<file path="config.mk">
export PLATFORM = sky130hd
export DESIGN_NAME = slip_packet_codec
export DESIGN_NICKNAME = d
export VERILOG_FILES = /design/src/rtl/spc_pkg.sv /design/src/rtl/spc_front.sv /design/src/rtl/spc_cmd_fifo.sv /design/src/rtl/spc_back.sv /design/src/rtl/slip_packet_codec.sv
export SDC_FILE = /design/constraint.sdc
export NUM_CORES = 1
export LEC_CHECK = 0
export BUFFER_PORTS_ARGS = -buffer_cell sky130_fd_sc_hd__buf_2
export CORE_ASPECT_RATIO = 0.5
export CORE_MARGIN = 2
export CORE_UTILIZATION = 45
export DETAILED_ROUTE_END_ITERATION = 10
export GPL_ROUTABILITY_DRIVEN = 0
export SYNTH_ARGS = -nofsm -noshare
export SYNTH_HDL_FRONTEND = slang
export SYNTH_SLANG_ARGS = --single-unit
</file>
<file path="constraint.sdc">
create_clock -name clk_i -period 4.4 [get_ports clk_i]
set_input_delay 0.66 -clock clk_i [delete_from_list [all_inputs] [get_ports clk_i]]
set_output_delay 0.66 -clock clk_i [all_outputs]
set_load 0.05 [all_outputs]
</file>
<file path="src/rtl/spc_pkg.sv">
// shared types, codes and constants of the slip packet codec
package spc_pkg;

  localparam int unsigned BYTE_W = 8;
  localparam int unsigned IDX_W  = 4;
  localparam int unsigned LEN_W  = 5;

  localparam int unsigned PACKET_DEPTH_DEF = 16;

  // command queue between front and back
  localparam int unsigned CMDQ_DEPTH = 4;
  localparam int unsigned CMDQ_AW    = $clog2(CMDQ_DEPTH);

  // slip special bytes
  localparam logic [BYTE_W-1:0] SLIP_END     = 8'o300;
  localparam logic [BYTE_W-1:0] SLIP_ESC     = 8'o333;
  localparam logic [BYTE_W-1:0] SLIP_ESC_END = 8'o334;
  localparam logic [BYTE_W-1:0] SLIP_ESC_ESC = 8'o335;

  // request codes on the input channel
  localparam logic [1:0] REQ_RX   = 2'd0;
  localparam logic [1:0] REQ_WR   = 2'd1;
  localparam logic [1:0] REQ_SEND = 2'd2;

  // result kinds
  localparam logic KIND_RX_STATUS = 1'b0;
  localparam logic KIND_TX_BYTE   = 1'b1;

  typedef enum logic [1:0] {
    CMD_RX,
    CMD_WR,
    CMD_SEND
  } cmd_kind_e;

  typedef struct packed {
    cmd_kind_e          kind;
    logic [BYTE_W-1:0]  data;
    logic [IDX_W-1:0]   idx;
    logic [LEN_W-1:0]   len;
  } cmd_t;

  typedef struct packed {
    logic               kind;
    logic [LEN_W-1:0]   plen;
    logic               sv;
    logic [IDX_W-1:0]   sidx;
    logic [BYTE_W-1:0]  sbyte;
    logic [BYTE_W-1:0]  txb;
    logic               txl;
  } res_t;

  typedef enum logic [2:0] {
    ST_IDLE,
    ST_FETCH,
    ST_EMIT,
    ST_EMIT2,
    ST_TAIL
  } back_state_e;

endpackage

</file>
<file path="src/rtl/spc_front.sv">
// front end: takes input words, classifies them and pushes commands
module spc_front #(
  parameter int unsigned PACKET_DEPTH = spc_pkg::PACKET_DEPTH_DEF
) (
  input  logic                          in_valid_i,
  output logic                          in_ready_o,
  input  logic [1:0]                    req_type_i,
  input  logic [spc_pkg::BYTE_W-1:0]    data_byte_i,
  input  logic [spc_pkg::IDX_W-1:0]     buffer_index_i,
  input  logic [spc_pkg::LEN_W-1:0]     send_length_i,
  input  logic                          q_full_i,
  output logic                          q_push_o,
  output spc_pkg::cmd_t                 q_cmd_o
);

  localparam logic [spc_pkg::LEN_W-1:0] DepthC = spc_pkg::LEN_W'(PACKET_DEPTH);

  logic keep;
  logic idx_ok;

  assign idx_ok = {1'b0, buffer_index_i} < DepthC;
  assign in_ready_o = !q_full_i;

  always_comb begin
    keep         = 1'b0;
    q_cmd_o.kind = spc_pkg::CMD_RX;
    q_cmd_o.data = data_byte_i;
    q_cmd_o.idx  = buffer_index_i;
    q_cmd_o.len  = (send_length_i > DepthC) ? DepthC : send_length_i;
    unique case (req_type_i)
      spc_pkg::REQ_RX: begin
        keep         = 1'b1;
        q_cmd_o.kind = spc_pkg::CMD_RX;
      end
      spc_pkg::REQ_WR: begin
        // writes past the store are dropped here
        keep         = idx_ok;
        q_cmd_o.kind = spc_pkg::CMD_WR;
      end
      spc_pkg::REQ_SEND: begin
        keep         = 1'b1;
        q_cmd_o.kind = spc_pkg::CMD_SEND;
      end
      default: keep = 1'b0;
    endcase
  end

  assign q_push_o = in_valid_i && in_ready_o && keep;

endmodule

</file>
<file path="src/rtl/spc_cmd_fifo.sv">
// small command queue between front and back
module spc_cmd_fifo (
  input  logic           clk_i,
  input  logic           rst_ni,
  input  logic           push_i,
  input  spc_pkg::cmd_t  cmd_i,
  output logic           full_o,
  output logic           valid_o,
  input  logic           pop_i,
  output spc_pkg::cmd_t  cmd_o
);

  spc_pkg::cmd_t                 mem_q [spc_pkg::CMDQ_DEPTH];
  logic [spc_pkg::CMDQ_AW-1:0]   wr_q, wr_d;
  logic [spc_pkg::CMDQ_AW-1:0]   rd_q, rd_d;
  logic [spc_pkg::CMDQ_AW:0]     cnt_q, cnt_d;
  logic                          do_push, do_pop;

  localparam logic [spc_pkg::CMDQ_AW:0] DepthC = (spc_pkg::CMDQ_AW + 1)'(spc_pkg::CMDQ_DEPTH);

  assign full_o  = (cnt_q == DepthC);
  assign valid_o = (cnt_q != '0);
  assign cmd_o   = mem_q[rd_q];

  assign do_push = push_i && !full_o;
  assign do_pop  = pop_i && valid_o;

  always_comb begin
    wr_d  = do_push ? wr_q + 1'b1 : wr_q;
    rd_d  = do_pop ? rd_q + 1'b1 : rd_q;
    cnt_d = cnt_q;
    if (do_push && !do_pop) begin
      cnt_d = cnt_q + 1'b1;
    end else if (do_pop && !do_push) begin
      cnt_d = cnt_q - 1'b1;
    end
  end

  always_ff @(posedge clk_i or negedge rst_ni) begin
    if (!rst_ni) begin
      wr_q  <= '0;
      rd_q  <= '0;
      cnt_q <= '0;
    end else begin
      wr_q  <= wr_d;
      rd_q  <= rd_d;
      cnt_q <= cnt_d;
    end
  end

  always_ff @(posedge clk_i) begin
    if (do_push) begin
      mem_q[wr_q] <= cmd_i;
    end
  end

endmodule

</file>
<file path="src/rtl/spc_back.sv">
// back end: receive decoder, packet store, send sequencer and output register
module spc_back #(
  parameter int unsigned PACKET_DEPTH = spc_pkg::PACKET_DEPTH_DEF
) (
  input  logic           clk_i,
  input  logic           rst_ni,
  input  logic           cmd_valid_i,
  input  spc_pkg::cmd_t  cmd_i,
  output logic           cmd_pop_o,
  output logic           out_valid_o,
  input  logic           out_ready_i,
  output spc_pkg::res_t  out_res_o
);

  localparam int unsigned AW = (PACKET_DEPTH > 1) ? $clog2(PACKET_DEPTH) : 1;
  localparam logic [spc_pkg::LEN_W-1:0] DepthC = spc_pkg::LEN_W'(PACKET_DEPTH);

  logic [spc_pkg::BYTE_W-1:0] store_q [PACKET_DEPTH];
  logic [spc_pkg::BYTE_W-1:0] rd_q;

  spc_pkg::back_state_e       state_q, state_d;
  logic [spc_pkg::LEN_W-1:0]  cnt_q, cnt_d;
  logic                       esc_q, esc_d;
  logic [spc_pkg::LEN_W-1:0]  ptr_q, ptr_d;
  logic [spc_pkg::LEN_W-1:0]  len_q, len_d;

  logic                       ov_q;
  spc_pkg::res_t              res_q;

  logic                       load_ok;
  logic                       emit;
  spc_pkg::res_t              res_d;
  logic                       we;
  logic [AW-1:0]              wa;
  logic [spc_pkg::BYTE_W-1:0] wd;
  logic                       re;
  logic [spc_pkg::BYTE_W-1:0] dec;
  logic                       rd_special;

  assign load_ok    = !ov_q || out_ready_i;
  assign rd_special = (rd_q == spc_pkg::SLIP_END) || (rd_q == spc_pkg::SLIP_ESC);

  // de-stuffed value of a received byte
  always_comb begin
    dec = cmd_i.data;
    if (esc_q && cmd_i.data == spc_pkg::SLIP_ESC_ESC) begin
      dec = spc_pkg::SLIP_ESC;
    end else if (esc_q && cmd_i.data == spc_pkg::SLIP_ESC_END) begin
      dec = spc_pkg::SLIP_END;
    end
  end

  // next state
  always_comb begin
    state_d = state_q;
    unique case (state_q)
      spc_pkg::ST_IDLE: begin
        if (cmd_valid_i && cmd_i.kind == spc_pkg::CMD_SEND) begin
          state_d = spc_pkg::ST_FETCH;
        end
      end
      spc_pkg::ST_FETCH: begin
        state_d = (ptr_q != len_q) ? spc_pkg::ST_EMIT : spc_pkg::ST_TAIL;
      end
      spc_pkg::ST_EMIT: begin
        if (load_ok) begin
          state_d = rd_special ? spc_pkg::ST_EMIT2 : spc_pkg::ST_FETCH;
        end
      end
      spc_pkg::ST_EMIT2: begin
        if (load_ok) begin
          state_d = spc_pkg::ST_FETCH;
        end
      end
      spc_pkg::ST_TAIL: begin
        if (load_ok) begin
          state_d = spc_pkg::ST_IDLE;
        end
      end
      default: state_d = spc_pkg::ST_IDLE;
    endcase
  end

  // datapath and outputs
  always_comb begin
    cmd_pop_o = 1'b0;
    emit      = 1'b0;
    res_d     = '0;
    we        = 1'b0;
    wa        = cnt_q[AW-1:0];
    wd        = dec;
    re        = 1'b0;
    cnt_d     = cnt_q;
    esc_d     = esc_q;
    ptr_d     = ptr_q;
    len_d     = len_q;
    unique case (state_q)
      spc_pkg::ST_IDLE: begin
        if (cmd_valid_i) begin
          unique case (cmd_i.kind)
            spc_pkg::CMD_RX: begin
              if (load_ok) begin
                cmd_pop_o  = 1'b1;
                emit       = 1'b1;
                res_d.kind = spc_pkg::KIND_RX_STATUS;
                if (cmd_i.data == spc_pkg::SLIP_END) begin
                  res_d.plen = cnt_q;
                  cnt_d      = '0;
                end else if (cmd_i.data == spc_pkg::SLIP_ESC) begin
                  esc_d = 1'b1;
                end else begin
                  esc_d = 1'b0;
                  if (cnt_q < DepthC) begin
                    we          = 1'b1;
                    cnt_d       = cnt_q + 1'b1;
                    res_d.sv    = 1'b1;
                    res_d.sidx  = cnt_q[spc_pkg::IDX_W-1:0];
                    res_d.sbyte = dec;
                  end else begin
                    // store full: drop the byte, report the depth
                    cnt_d      = '0;
                    res_d.plen = DepthC;
                  end
                end
              end
            end
            spc_pkg::CMD_WR: begin
              cmd_pop_o = 1'b1;
              we        = 1'b1;
              wa        = AW'({1'b0, cmd_i.idx});
              wd        = cmd_i.data;
            end
            spc_pkg::CMD_SEND: begin
              cmd_pop_o = 1'b1;
              len_d     = cmd_i.len;
              ptr_d     = '0;
            end
            default: cmd_pop_o = 1'b1;
          endcase
        end
      end
      spc_pkg::ST_FETCH: begin
        re = (ptr_q != len_q);
      end
      spc_pkg::ST_EMIT: begin
        if (load_ok) begin
          emit       = 1'b1;
          res_d.kind = spc_pkg::KIND_TX_BYTE;
          if (rd_special) begin
            res_d.txb = spc_pkg::SLIP_ESC;
          end else begin
            res_d.txb = rd_q;
            ptr_d     = ptr_q + 1'b1;
          end
        end
      end
      spc_pkg::ST_EMIT2: begin
        if (load_ok) begin
          emit       = 1'b1;
          res_d.kind = spc_pkg::KIND_TX_BYTE;
          res_d.txb  = (rd_q == spc_pkg::SLIP_END) ? spc_pkg::SLIP_ESC_END
                                                   : spc_pkg::SLIP_ESC_ESC;
          ptr_d      = ptr_q + 1'b1;
        end
      end
      spc_pkg::ST_TAIL: begin
        if (load_ok) begin
          emit       = 1'b1;
          res_d.kind = spc_pkg::KIND_TX_BYTE;
          res_d.txb  = spc_pkg::SLIP_END;
          res_d.txl  = 1'b1;
        end
      end
      default: ;
    endcase
  end

  always_ff @(posedge clk_i or negedge rst_ni) begin
    if (!rst_ni) begin
      state_q <= spc_pkg::ST_IDLE;
      cnt_q   <= '0;
      esc_q   <= 1'b0;
      ptr_q   <= '0;
      len_q   <= '0;
      ov_q    <= 1'b0;
    end else begin
      state_q <= state_d;
      cnt_q   <= cnt_d;
      esc_q   <= esc_d;
      ptr_q   <= ptr_d;
      len_q   <= len_d;
      if (emit) begin
        ov_q <= 1'b1;
      end else if (out_ready_i) begin
        ov_q <= 1'b0;
      end
    end
  end

  always_ff @(posedge clk_i) begin
    if (emit) begin
      res_q <= res_d;
    end
  end

  // packet store, one write and one registered read port
  always_ff @(posedge clk_i) begin
    if (we) begin
      store_q[wa] <= wd;
    end
    if (re) begin
      rd_q <= store_q[ptr_q[AW-1:0]];
    end
  end

  assign out_valid_o = ov_q;
  assign out_res_o   = res_q;

endmodule

</file>
<file path="src/rtl/slip_packet_codec.sv">
// top level of the slip packet codec
//
// input stream (s_axis): one word per request. tuser carries the request
// type: received line byte, store write, or send packet. tdata carries the
// byte, the store index and the send length.
// output stream (m_axis): tuser = 0 for a receive status word, 1 for a
// transmitted line byte; tlast marks the closing END of a sent packet.
// a received byte gives one status word, a store write gives none, a send
// gives one word per stuffed line byte plus the closing END.
// a received byte's status passes through the command queue and the output
// register. throughput for received bytes and writes is one word per cycle
// while no send runs and the output is not stalled, set by the back end
// handling one command per cycle. a send pops its command, then reads and
// emits each store byte, an escaped one as two words, then checks the
// length again and emits END. the front end keeps accepting into a 4-entry
// command queue while the back end works, and stalls only when it is full.
// reset clears the receive count, the escape flag, the queue and the
// output valid flag; the packet store is not cleared and must be written
// before it is sent.
// when the receiver stalls, the output word holds and no new word is emitted.
module slip_packet_codec #(
  parameter int unsigned PACKET_DEPTH = spc_pkg::PACKET_DEPTH_DEF
) (
  input  logic        clk_i,
  input  logic        rst_ni,
  input  logic        s_axis_tvalid,
  output logic        s_axis_tready,
  // [7:0] data_byte, [11:8] buffer_index, [16:12] send_length, rest zero
  input  logic [23:0] s_axis_tdata,
  // [1:0] req_type
  input  logic [1:0]  s_axis_tuser,
  output logic        m_axis_tvalid,
  input  logic        m_axis_tready,
  // [4:0] packet_length, [5] stored_valid, [9:6] stored_index,
  // [17:10] stored_byte, [25:18] tx_byte, rest zero
  output logic [31:0] m_axis_tdata,
  // [0] out_kind
  output logic        m_axis_tuser,
  // tx_last
  output logic        m_axis_tlast
);

  logic          cmd_push;
  logic          cmd_full;
  logic          cmd_valid;
  logic          cmd_pop;
  spc_pkg::cmd_t cmd_in;
  spc_pkg::cmd_t cmd_out;
  spc_pkg::res_t res;

  // classify requests, cap send length, drop bad writes and unknown codes
  spc_front #(
    .PACKET_DEPTH (PACKET_DEPTH)
  ) u_front (
    .in_valid_i     (s_axis_tvalid),
    .in_ready_o     (s_axis_tready),
    .req_type_i     (s_axis_tuser),
    .data_byte_i    (s_axis_tdata[7:0]),
    .buffer_index_i (s_axis_tdata[11:8]),
    .send_length_i  (s_axis_tdata[16:12]),
    .q_full_i       (cmd_full),
    .q_push_o       (cmd_push),
    .q_cmd_o        (cmd_in)
  );

  // decouples the front from the back end
  spc_cmd_fifo u_cmd_fifo (
    .clk_i   (clk_i),
    .rst_ni  (rst_ni),
    .push_i  (cmd_push),
    .cmd_i   (cmd_in),
    .full_o  (cmd_full),
    .valid_o (cmd_valid),
    .pop_i   (cmd_pop),
    .cmd_o   (cmd_out)
  );

  // receive decode, store and send sequencing
  spc_back #(
    .PACKET_DEPTH (PACKET_DEPTH)
  ) u_back (
    .clk_i       (clk_i),
    .rst_ni      (rst_ni),
    .cmd_valid_i (cmd_valid),
    .cmd_i       (cmd_out),
    .cmd_pop_o   (cmd_pop),
    .out_valid_o (m_axis_tvalid),
    .out_ready_i (m_axis_tready),
    .out_res_o   (res)
  );

  assign m_axis_tdata = {6'd0, res.txb, res.sbyte, res.sidx, res.sv, res.plen};
  assign m_axis_tuser = res.kind;
  assign m_axis_tlast = res.txl;

  // the front never pushes into a full queue
  a_no_push_full: assert property (@(posedge clk_i) disable iff (!rst_ni)
    !(cmd_push && cmd_full))
    else $error("command pushed into full queue");

  // end of packet only on transmitted bytes, and always as END
  a_last_is_end: assert property (@(posedge clk_i) disable iff (!rst_ni)
    (m_axis_tvalid && m_axis_tlast) |->
      (m_axis_tuser == spc_pkg::KIND_TX_BYTE && res.txb == spc_pkg::SLIP_END))
    else $error("tlast on a word that is not a closing END");

  // a status word never carries transmit fields
  a_rx_no_tx: assert property (@(posedge clk_i) disable iff (!rst_ni)
    (m_axis_tvalid && m_axis_tuser == spc_pkg::KIND_RX_STATUS) |->
      (res.txb == '0 && !res.txl))
    else $error("transmit fields set in a receive status word");

  // a transmitted byte never carries receive fields
  a_tx_no_rx: assert property (@(posedge clk_i) disable iff (!rst_ni)
    (m_axis_tvalid && m_axis_tuser == spc_pkg::KIND_TX_BYTE) |->
      (res.plen == '0 && !res.sv && res.sidx == '0 && res.sbyte == '0))
    else $error("receive fields set in a transmitted byte");

endmodule
</file>
# --- Yosys cells after proc, flatten, opt, wreduce, memory -nomap -nowiden ---
# Memory sizes are Yosys's and may differ from the RTL's. A register that Yosys moved wholly into a read port is not among the register bits.
# Cells that the tools add are included.
op_classes:
  magnitude_cmp: 2
  multipliers: 0
  shifts: 0
  n_bitwise: 6
  n_div: 0
  eq_ne: 24
  muxes: 66
  n_reduce_logical: 32
  n_addsub: 6
ops:
  columns: ["cell", "n"]
  rows:
  - ["2-to-1 mux 8 bit", 8]
  - ["2-to-1 mux 5 bit", 11]
  - ["equality test 8 bit (second input constant)", 6]
  - ["2-to-1 mux 19 bit", 2]
  - ["2-to-1 mux 18 bit", 2]
  - ["2-to-1 mux 13 bit", 2]
  - ["one-hot mux 8 bit (3 select lines)", 1]
  - ["2-to-1 mux 1 bit", 22]
  - ["2-to-1 mux 3 bit", 7]
  - ["one-hot mux 3 bit (5 select lines)", 1]
  - ["one-hot mux 5 bit (3 select lines)", 1]
  - ["!= test 2 x 1 -> 1 bit (second input constant)", 7]
  - ["2-to-1 mux 4 bit", 3]
  - ["adder 5 x 1 -> 5 bit (second input constant)", 2]
  - ["AND reduction 5 bit", 2]
  - ["logical AND 1 bit", 9]
  - ["2-to-1 mux 9 bit", 1]
  - ["AND reduction 4 bit", 2]
  - ["OR reduction 7 bit", 1]
  - ["equality test 3 x 2 -> 1 bit (second input constant)", 2]
  - ["equality test 3 bit (second input constant)", 2]
  - ["inverter 1 bit", 6]
  - ["one-hot mux 1 bit (2 select lines)", 3]
  - ["AND reduction 6 bit", 1]
  - ["other kinds (21)", 32]
word_totals:
  latchBits: 0
  regBits: 55
  output_inout_bits: 36
  in_bits: 30
  memories: 2
  mem_bits_ro: 0
  word_cells: 154
  ram_bits: 204
mem_list:
  columns: ["name", "words", "word_bits", "read_ports", "rd_ports_with_merged_regs", "write_ports", "line_no", "rtl"]
  rows:
  - ["u_back.store_q", 16, 8, 1, 1, 1, "spc_back.sv:18", "logic [spc_pkg::BYTE_W-1:0] store_q [PACKET_DEPTH];"]
  - ["u_cmd_fifo.mem_q", 4, 19, 1, 0, 1, "spc_cmd_fifo.sv:13", "spc_pkg::cmd_t mem_q [spc_pkg::CMDQ_DEPTH];"]

# --- Depth between registers and ports, before layout ---
# Gate-level depths: netlist of the first run.
# An unclocked memory read counts as a cell.
depth:
  word_depth: 12
  mapped_depth: 11
  depth_no_buf: 10

# --- Cells and area by module ---
# A second synthesis of the first run with hierarchy kept.
hier_totals:
  cells_unflattened: 626
  hier_area_um2: 11093.1
by_module_without_submodules:
  columns: ["mod", "instances", "cells_per_inst", "seq_area_each_um2", "area_each_um2"]
  rows:
  - ["spc_back", 1, 463, 5425.2, 7719.9]
  - ["spc_cmd_fifo", 1, 134, 2457.4, 3174.3]
  - ["spc_front", 1, 22, 0.0, 150.1]
  - ["slip_packet_codec", 1, 7, 0.0, 48.8]

# --- Least setup slack after synthesis of the first run ---
# OpenSTA, ideal clock, no wires.
synth_path:
  kind: "register to register"
  start: "register u_cmd_fifo.rd_q[0] (netlist name)"
  end: "memory u_back.store_q[8][0] (netlist name), enable pin"
  setup_time_ns: 0.395
  arrival_time_ns: 3.104
  required_time_ns: 4.005
  slack_ns: 0.901
  synth_period_minus_slack_ns: 3.499
  path_buffers: 2
  stages_incl_launch_ff: 7
  cell_sequence: "dfrtp_1 -> buf_6 -> mux4_1 -> nor4b_2 -> buf_4 -> mux2_1 -> nor4_1"
synth_between:
  elab_chain_len: 10
  elab_cells_between_ends: 16
  cone_classes: "eq/ne (3); mux (11); reduce/logical (1); memory (1)"
synth_lines:
  columns: ["element", "line_no", "rtl"]
  rows:
  - ["start, declared", "spc_cmd_fifo.sv:15", "logic [spc_pkg::CMDQ_AW-1:0] rd_q, rd_d;"]
  - ["start signal, assigned", "spc_cmd_fifo.sv:46", "rd_q <= rd_d;"]
  - ["memory read (4 x 19 bit) *", null, null]
  - ["equality test 8 bit", "spc_back.sv:109", "end else if (cmd_i.data == spc_pkg::SLIP_ESC) begin"]
  - ["2-to-1 mux 1 bit", "spc_back.sv:109", null]
  - ["2-to-1 mux 1 bit", "spc_back.sv:106", "if (cmd_i.data == spc_pkg::SLIP_END) begin"]
  - ["2-to-1 mux 1 bit", "spc_back.sv:102", "if (load_ok) begin"]
  - ["one-hot mux 1 bit (2 select lines)", "spc_back.sv:100", "unique case (cmd_i.kind)"]
  - ["2-to-1 mux 1 bit", "spc_back.sv:99", "if (cmd_valid_i) begin"]
  - ["2-to-1 mux 1 bit", "spc_back.sv:97", "unique case (state_q)"]
  - ["2-to-1 mux 1 bit", "spc_back.sv:208", "if (we) begin"]
  - ["2-to-1 mux 1 bit (implied by the code)", "spc_back.sv:209", "store_q[wa] <= wd;"]
  - ["end, declared", "spc_back.sv:18", null]
# Every way passes the cells marked *; elsewhere a longest branch is shown, timed or not.

# --- Final worst setup path of the first run ---
layout_path:
  start: "register u_cmd_fifo.rd_q[0] (netlist name)"
  end: "memory u_back.store_q[1][3] (netlist name), enable pin"
# The elaborated chain is that of the path after synthesis.

==> impl_results.md, run 1 <==
* Status: finished, final reports clean
* Final Hold Fails at 0
* Sink Count at 267
* Reg-to-reg startpoint: u_cmd_fifo.rd_q[0]$_DFFE_PN0P_
* CP startpoint: u_cmd_fifo.rd_q[0]$_DFFE_PN0P_
* WL final at 20.4 mm
* Ant. Diodes at 0
* IO Port Bufs at 52
* Met3 WL at 741 um
* R2R depth at 7
* Pwr dens at 733 mW/mm2
* Core area at 0.0238 mm2
* Post-synthesis sequential area ratio at 72.6%
* Hold crit path type: in2async
* LEAKAGE at 4.25 nW
* Grt total ovfl at 0
* Initial DRC Count at 322
* Worst-path clk slew at 0.07 ns
* FMAX at 275 MHz
* Setup Slack @ Placement at 0.728 ns
* Ys async rst share at 10.1%
* R2r endpoint: u_back.store_q[1][3]$_DFFE_PP_
* Placed Cells at 940
* Max-Cap Viols at 0
* Final core utilization at 52.1%
* Setup CP Type: reg2reg
* Worst slew margin at 30.8%
* Chip Width at 224 um
* Cts bufs inserted at 25
* Critical Path Sink: u_back.store_q[1][3]$_DFFE_PP_
* TNS Setup at 0 ns
* Area leader, netlist: edfxtp_1
* RSZ-0062 raised after global routing: false
* Critical Path End Type: flip-flop
* Largest stage delay on the critical path at 0.82 ns
* Req. time, crit path at 4.62 ns
* Share of layout cells above drive strength 1 at 27.1%
* Setup Fix Bufs, Post-CTS at 0
* Synthesis Warnings at 0
* Post-synth top flop: edfxtp_1
* Fin crit share at 82.7%
* Final ANT Viol Nets at 0
* Vert. Die Dim at 114 um
* Seq cells post-synth at 267
* Die ar. at 0.0255 mm2
* Initial Util at 45.6%
* Max Clock Skew at 0.0165 ns
* Area growth syn-to-layout at 14.3%
* WL met1 at 9.62 mm
* Number of global-route vias before repair at 5382
* Met2 Wirelength at 9.68 mm
* PnR worst setup slack at 0.760 ns
* Setup Viol. Count Final at 0
* Worst-margin pin slew at 1.04 ns
* Final HPWL DP at 13.0 mm
* Total track usage at 16.4%
* Synth cell types at 56
* Number of flops mapped to enable cells by yosys at 240
* Top cell by count, worst path: buf_4
* Post-synthesis instance total at 573
* Critical Path Slowest Stage Cell: dfrtp_1
* First-pass GRT wire length at 31.4 mm
* # DRC at 0
* DR top layer: met4
* Crit path DAT at 3.86 ns
* Commonest non-fill, non-tap cell in the layout: edfxtp_1
* I/O pin cnt at 66
* Worst path bufs/invs at 2
* Startpoint types: flip-flop
* Most frequent cells in the layout: edfxtp_1 (240), buf_2 (52), mux4_2 (50), buf_4 (26), dfrtp_1 (26)
* H-tree depth at 1
* Reg-to-reg slack, setup at 0.76 ns
* Largest net degree at the start of global routing at 37
* Clk_lat worst skew at 0.53 ns
* CP Depth at 7
* CP delay by family, top: multiplexers
* Initial DRT Pass Iterations at 5
* Std cell rows at 40
* Non-Filler Instances at 986
* Hold_buf cts at 0
* Synth top area share at 66.4%
* VDD IR max at 0.389 mV
* CP max FO at 13
* Layout fillers at 1908
* Longest Clk Path Bufs at 3
* DR WL/cell at 20.7 um
* CTS resizes at 0
* Via Count at 5278
* Crit-path cells: mux4_1 > nor4b_2 > buf_4 > mux2i_1 > nand2_1 > nor3_1 > buf_4
* Synth area leaders: edfxtp_1 (66%), mux4_2 (10%), dfrtp_1 (6.2%), mux4_1 (2.2%), nor3_1 (1.1%)
* Fin nets at 690
* Mapped Area at 0.0109 mm2
* CTS root buffer: clkbuf_16
* Antenna violations before repair at 0
* Vias/cell at 5.35
* Minimum clock period at 3.64 ns
* TritonCTS clock tree: done
* Fin. max-slew vios at 0
* Syn avg cell area at 18.9 um2
-- worst reg2reg max path, cell delays in order, from the launching register on --
cell	delay, ns
dfrtp_1	0.82
mux4_1	0.78
nor4b_2	0.25
buf_4	0.25
mux2i_1	0.65
nand2_1	0.16
nor3_1	0.19
buf_4	0.23
-- layer usage --
metal	up-vias	GRT usage, %
met3	28	2.81
met4	0	3.29
met5	-	0
met1	2728	23.4
li1	2436	-
met2	86	27.3
-- metrics by stage --
stage	cell area (um2)	total power [W]	hold slack [ns]
floorplan	10900	0.00608	0.364
global placement	11600	0.00687	0.469
detailed placement	11600	0.00695	0.493
CTS	12400	0.00920	0.189
global route	12400	0.00954	0.214
finish	12400	0.00909	0.181
-- sequential cells by signal, summed over array words and instances (netlist names), 3 cells and up --
name              count
u_back.store_q      128
u_cmd_fifo.mem_q     76
u_back.out_res_o     28
u_back.rd_q           8
u_back.cnt_q          5
u_back.len_q          5
u_back.ptr_q          5
u_back.state_q        3
u_cmd_fifo.cnt_q      3
-- worst min-delay path by stage --
stage / end / slack (ns) / cells after the start
after floorplan: u_back.cnt_q[0]$_DFFE_PN0P_ / 0.36 / 0
after global placement: u_back.cnt_q[4]$_DFFE_PN0P_ / 0.47 / 2
after detailed placement: u_back.cnt_q[4]$_DFFE_PN0P_ / 0.49 / 2
after CTS: u_back.esc_q$_DFFE_PN0P_ / 0.19 / 1
after global routing: u_back.len_q[3]$_DFFE_PN0P_ / 0.21 / 1
final: u_cmd_fifo.cnt_q[1]$_DFFE_PN0P_ / 0.18 / 1
-- synthesized netlist by cell type (6+ instances only) --
cell	number
a21oi_1	7
buf_4	7
mux4_1	9
clkbuf_1	15
o21ai_0	7
edfxtp_1	240
xnor2_1	6
mux2_2	8
nand2_1	20
mux4_2	50
nor2b_1	12
nand3_1	6
mux2i_1	7
ha_1	7
dfrtp_1	27
nor4_1	6
nand2b_1	10
inv_1	9
nor2_1	22
nor3_1	23
and2_1	15
xor2_1	6
-- logic make-up (layout without fill, tap and decap cells) --
family	count (synthesis)	count (layout)	synth area share, %
xor gates and xnor gates	12	12	0.968
other	1	6	0.0346
muxes	75	75	14.1
buffers and inverters	41	134	1.90
and+or+nand+nor	136	136	7.06
DFF	267	267	72.6
AOI/OAI and AO/OA	33	33	2.28
adders and majority gates	8	8	0.991
-- final cells by class --
type,count,area [um2],area share [%]
Clock buffer,30,644,5.20
Clock inverter,16,204,1.64
Inverter,10,37.5,0.303
Multi-Input combinational cell,270,2780,22.4
Sequential cell,267,7880,63.6
Tap cell,315,394,3.18
Timing Repair Buffer,78,455,3.67
-- where the power goes --
| part | internal (W) | switching [W] | leakage [nW] |
|---|---|---|---|
| registers | 0.00362 | 0.000308 | 2.53 |
| clock network | 0.00134 | 0.000905 | 0.410 |
| logic | 0.00102 | 0.00190 | 1.31 |
| total | 0.00598 | 0.00311 | 4.25 |
Power figures use the tool's default switching activity.
==> run 2: changes to the inputs <==
==> constraint.sdc (replaced) <==
create_clock -name clk_i -period 3.3 [get_ports clk_i]
set_input_delay 0.495 -clock clk_i [delete_from_list [all_inputs] [get_ports clk_i]]
set_output_delay 0.495 -clock clk_i [all_outputs]
set_load 0.05 [all_outputs]
==> run 2 against run 1 <==
  * Core utilization is 0.76 points higher
  * Die area stayed put
  * Combinational power is 49% higher
  * Worst hold slack worse by 0.15 ns
  * Non-clock buffer count is 28 higher
  * Setup slack worse by 0.55 ns
  * Wire length is 0.28% higher
  * Power is 34% higher
  * Clock power is 24% higher
==> impl_results.md, run 2 (synthesis results as in run 1) <==
* Status: finished, final reports clean
* LEAKAGE at 4.36 nW
* Final HPWL DP at 13.5 mm
* Std cell rows at 40
* Worst-margin pin slew at 0.790 ns
* Initial DRC Count at 425
* Setup Slack @ Placement at -0.0839 ns
* VDD IR max at 0.438 mV
* Pwr dens at 971 mW/mm2
* Share of layout cells above drive strength 1 at 31.5%
* Flop pwr share at 41.7%
* Via Count at 5389
* Core area at 0.0238 mm2
* Fin nets at 718
* TritonCTS clock tree: done
* CP delay by family, top: buffers and inverters
* Critical Path End Type: flip-flop
* Critical Path Slowest Stage Cell: mux4_2
* Startpoint types: flip-flop
* Register bank with the most flops: u_back.store_q
* Area growth syn-to-layout at 15.9%
* H-tree depth at 1
* # DRC at 0
* Setup Viol. Count Final at 0
* Chip Width at 224 um
* Multi-input logic area at 0.00280 mm2
* Clk_lat worst skew at 0.51 ns
* Crit-path cells: buf_4 > mux4_2 > or4_4 > a21o_1 > a31oi_4 > buf_4 > nor4_1 > buf_4
* Sequential cell area at 0.00788 mm2
* CTS resizes at 3
* PnR worst setup slack at 0.214 ns
* Tot Pwr at 0.0122 W
* Longest Clk Path Bufs at 3
* Fin. max-slew vios at 0
* Crit path DAT at 3.35 ns
* Initial Util at 45.6%
* Combinational share of power at 35.6%
* Most frequent cells in the layout: edfxtp_1 (240), buf_4 (53), mux4_2 (52), buf_2 (52), dfrtp_1 (26)
* First-pass GRT wire length at 31.7 mm
* Worst-path clk slew at 0.06 ns
* Largest stage delay on the critical path at 0.59 ns
* Number of global-route vias before repair at 5325
* Setup CP Type: reg2reg
* Hold Slack at 0.0331 ns
* Sw power at 0.00423 W
* Vert. Die Dim at 114 um
* Hold_buf cts at 0
* CP max FO at 15
* Ant. Diodes at 0
* Worst slew margin at 47.0%
* Worst path bufs/invs at 3
* Commonest non-fill, non-tap cell in the layout: edfxtp_1
* Sink Count at 267
* Clk pwr share at 22.6%
* Minimum clock period at 3.09 ns
* CTS root buffer: clkbuf_16
* Power Internal at 0.00799 W
* Max reg flops at 128
* Sw frac at 34.6%
* Fin crit share at 93.5%
* Req. time, crit path at 3.56 ns
* DR WL/cell at 20.2 um
* Total track usage at 16.6%
* Antenna violations before repair at 0
* Initial DRT Pass Iterations at 5
* Layout fillers at 1882
* FMAX at 324 MHz
* Vias/cell at 5.32
* IO Port Bufs at 52
* I/O pin cnt at 66
* Setup Fix Bufs, Post-CTS at 0
* Grt total ovfl at 0
* Max Clock Skew at 0.0109 ns
* Top cell by count, worst path: buf_4
* Max-Cap Viols at 0
* Final core utilization at 52.8%
* Final ANT Viol Nets at 0
* Cts bufs inserted at 25
* Final Hold Fails at 0
* Largest net degree at the start of global routing at 36
* RSZ-0062 raised after global routing: false
* Hold crit path type: in2async
* Die ar. at 0.0255 mm2
* WL final at 20.4 mm
* TNS Setup at 0 ns
run 2: worst register-to-register path: cells and delay by family (launching register included):
kind                   cells  cell delay, ns
buffers and inverters      3            0.71
and+or+nand+nor            2            0.66
muxes                      1            0.60
AOI/OAI and AO/OA          2            0.44
DFF                        1            0.42
run 2: worst paths after layout:
check / slack (ns) / depth (start not counted) / to / start
min in group clk_i: 0.20 / 1 / u_cmd_fifo.mem_q[1][16]$_DFFE_PP_ / s_axis_tdata[7]
max in group asynchronous: 2.77 / 1 / u_back.ptr_q[0]$_DFFE_PN0P_ / rst_ni
max: 0.21 / 8 / u_back.store_q[15][3]$_DFFE_PP_ / u_cmd_fifo.rd_q[0]$_DFFE_PN0P_
max reg2reg: 0.21 / 8 / u_back.store_q[15][3]$_DFFE_PP_ / u_cmd_fifo.rd_q[0]$_DFFE_PN0P_
min reg2reg: 0.50 / 1 / u_cmd_fifo.cnt_q[2]$_DFFE_PN0P_ / u_cmd_fifo.cnt_q[2]$_DFFE_PN0P_
min: 0.03 / 1 / u_back.len_q[2]$_DFFE_PN0P_ / rst_ni
run 2: power groups by stage:
stage | sequential [W] | combinational, W | clock, W
6_report | 0.00510 | 0.00436 | 0.00277
5_1_grt | 0.00517 | 0.00471 | 0.00299
4_1_cts | 0.00511 | 0.00442 | 0.00284
3_5_place_dp | 0.00518 | 0.00441 | 0
3_3_place_gp | 0.00515 | 0.00433 | 0
2_1_floorplan | 0.00574 | 0.00238 | 0
run 2: final cells by class:
cell class | count | area share (%)
flip-flops and latches | 267 | 62.7
clock inverters | 15 | 1.09
well taps | 315 | 3.13
repair buffers | 106 | 5.39
inverters | 10 | 0.298
clock buffers | 30 | 5.20
multi-input cells | 270 | 22.2
run 2: layer usage:
metal / vias to the layer above / global-route usage [%] / wire length (um)
li1: 2496 / - / -
met1: 2754 / 24.7 / 9710
met2: 104 / 26.0 / 9420
met5: - / 0 / 0
met4: 0 / 4.49 / 530
met3: 35 / 2.55 / 786
run 2: per-stage QoR:
step / instances / area [um2]
after floorplan: 578 / 10900
after global placement: 968 / 11800
after detailed placement: 968 / 11800
after CTS: 1013 / 12600
after global routing: 1013 / 12600
final: 1013 / 12600
==> run 3: changes to the inputs <==
==> constraint.sdc (replaced) <==
create_clock -name clk_i -period 2.85 [get_ports clk_i]
set_input_delay 0.4275 -clock clk_i [delete_from_list [all_inputs] [get_ports clk_i]]
set_output_delay 0.4275 -clock clk_i [all_outputs]
set_load 0.05 [all_outputs]
==> run 3 against run 2 <==
  * First-iteration DRC count shrank 3.8%
  * Sequential share of layout area shrank 3.1 points
  * Count of clock-buffer cells in the layout unchanged
  * Die area unchanged
  * Maximum frequency rose by 9.9%
  * Critical path type unchanged
  * Highest routed layer unchanged
==> impl_results.md, run 3 (synthesis results as in run 1) <==
* Status: finished, final reports clean
* Vias/cell at 5.37
* Longest Clk Path Bufs at 3
* Sink Count at 267
* IO Port Bufs at 52
* Initial DRC Count at 409
* Initial DRT Pass Iterations at 5
* Layout fillers at 1852
* Std cell rows at 40
* Clk_lat worst skew at 0.51 ns
* Placed inst area at 0.0122 mm2
* Flop pwr share at 39.4%
* First-pass GRT wire length at 32.8 mm
* Sequential cell area at 0.00789 mm2
* Final core utilization at 55.5%
* Die ar. at 0.0255 mm2
* Cts bufs inserted at 25
* I/O pin cnt at 66
* RSZ-0062 raised after global routing: true
* Max-Cap Viols at 0
* Worst-margin pin slew at 0.701 ns
* CP max FO at 8
* Req. time, crit path at 3.12 ns
* TritonCTS clock tree: done
* Sw power at 0.00533 W
* VDD IR max at 0.575 mV
* Final HPWL DP at 14.4 mm
* Fin crit share at 98.5%
* CTS root buffer: clkbuf_16
* Critical Path Slowest Stage Cell: mux4_2
* Antenna violations before repair at 0
* Tot Pwr at 0.0150 W
* Worst slew margin at 53.2%
* Crit path DAT at 3.08 ns
* Fin. max-slew vios at 0
* Most frequent cells in the layout: edfxtp_1 (240), buf_4 (64), mux4_2 (56), buf_2 (52), clkbuf_16 (26)
* Ant. Diodes at 0
* Post-route cell area at 0.0132 mm2
* Sw frac at 35.5%
* Grt total ovfl at 0
* Number of global-route vias before repair at 5620
* Area growth syn-to-layout at 21.9%
* DR WL/cell at 20.4 um
* Setup Viol. Count Final at 0
* Commonest non-fill, non-tap cell in the layout: edfxtp_1
* LEAKAGE at 4.64 nW
* Max Clock Skew at 0.0102 ns
* Crit-path cells: buf_4 > mux4_2 > or4_4 > a21o_1 > a31oi_4 > clkbuf_16 > nor3_4 > buf_4
* Final Hold Fails at 0
* Combinational share of power at 40.1%
* Minimum clock period at 2.81 ns
* TNS Setup at 0 ns
* Hold crit path type: in2reg
* Top cell by count, worst path: buf_4
* Vert. Die Dim at 114 um
* Startpoint types: flip-flop
* Via Count at 5610
* Core area at 0.0238 mm2
* Setup CP Type: reg2reg
* Multi-input logic area at 0.00300 mm2
* Critical Path End Type: flip-flop
* Largest net degree at the start of global routing at 37
* Initial Util at 45.6%
* Share of layout cells above drive strength 1 at 37.6%
* Placed Cells at 983
* Clk pwr share at 20.5%
* # DRC at 0
* Non-Filler Instances at 1044
* Power Internal at 0.00968 W
* Max reg flops at 128
* Pwr dens at 1130 mW/mm2
* Worst-path clk slew at 0.06 ns
* Total track usage at 17.2%
* Chip Width at 224 um
* H-tree depth at 1
* Largest stage delay on the critical path at 0.56 ns
* Fin nets at 750
* CP delay by family, top: buffers and inverters
* Register bank with the most flops: u_back.store_q
* Final ANT Viol Nets at 0
* WL final at 21.3 mm
* Worst path bufs/invs at 3
* FMAX at 356 MHz
run 3: area by class of cell:
type | count | share of cell area (%)
clock inverters | 14 | 0.747
well taps | 315 | 2.98
inverters | 10 | 0.284
repair buffers | 138 | 8.76
clock buffers | 30 | 4.95
flip-flops and latches | 267 | 59.6
multi-input cells | 270 | 22.7
run 3: worst paths after layout:
| check | to | depth (start not counted) | slack (ns) | start |
|---|---|---|---|---|
| worst max-delay path | u_back.store_q[2][1]$_DFFE_PP_ | 8 | 0.04 | u_cmd_fifo.rd_q[0]$_DFFE_PN0P_ |
| worst min-delay path | u_cmd_fifo.mem_q[2][16]$_DFFE_PP_ | 1 | 0.14 | s_axis_tdata[7] |
| worst max register to register | u_back.store_q[2][1]$_DFFE_PP_ | 8 | 0.04 | u_cmd_fifo.rd_q[0]$_DFFE_PN0P_ |
| worst min register to register | u_back.cnt_q[4]$_DFFE_PN0P_ | 2 | 0.50 | u_back.cnt_q[4]$_DFFE_PN0P_ |
| max in group asynchronous | u_cmd_fifo.rd_q[0]$_DFFE_PN0P_ | 2 | 1.85 | rst_ni |
| min in group asynchronous | u_back.ptr_q[4]$_DFFE_PN0P_ | 2 | 0.51 | rst_ni |
run 3: through the flow:
stage / hold slack [ns] / worst slack, ns
3_5_place_dp: 0.478 / -0.122
5_1_grt: 0.119 / -0.0627
2_1_floorplan: 0.132 / -0.117
6_report: 0.142 / 0.0431
3_3_place_gp: 0.461 / -0.100
4_1_cts: 0.118 / 0.0110
run 3: layer usage:
layer / global-route usage (%) / routed length (um)
met5: 0 / 0
met4: 4.09 / 421
met1: 24.3 / 9540
met3: 3.32 / 1080
met2: 28.0 / 10300
run 3: what timing repair did:
item / CTS / global route
pin swaps: 7 / 2
gates cloned: 1 / 0
setup endpoints to repair: 176 / 162
resized for setup: 8 / 9
hold buffers: 1 / 0
buffers inserted: 9 / 6
hold endpoints to repair: 27 / 0
run 3: power by group through the flow:
stage	logic, W	registers, W	clock network, W
after floorplan	0.00314	0.00665	0
after global placement	0.00576	0.00597	0
after detailed placement	0.00583	0.00600	0
after CTS	0.00601	0.00592	0.00315
after global routing	0.00645	0.00599	0.00330
final	0.00602	0.00591	0.00308
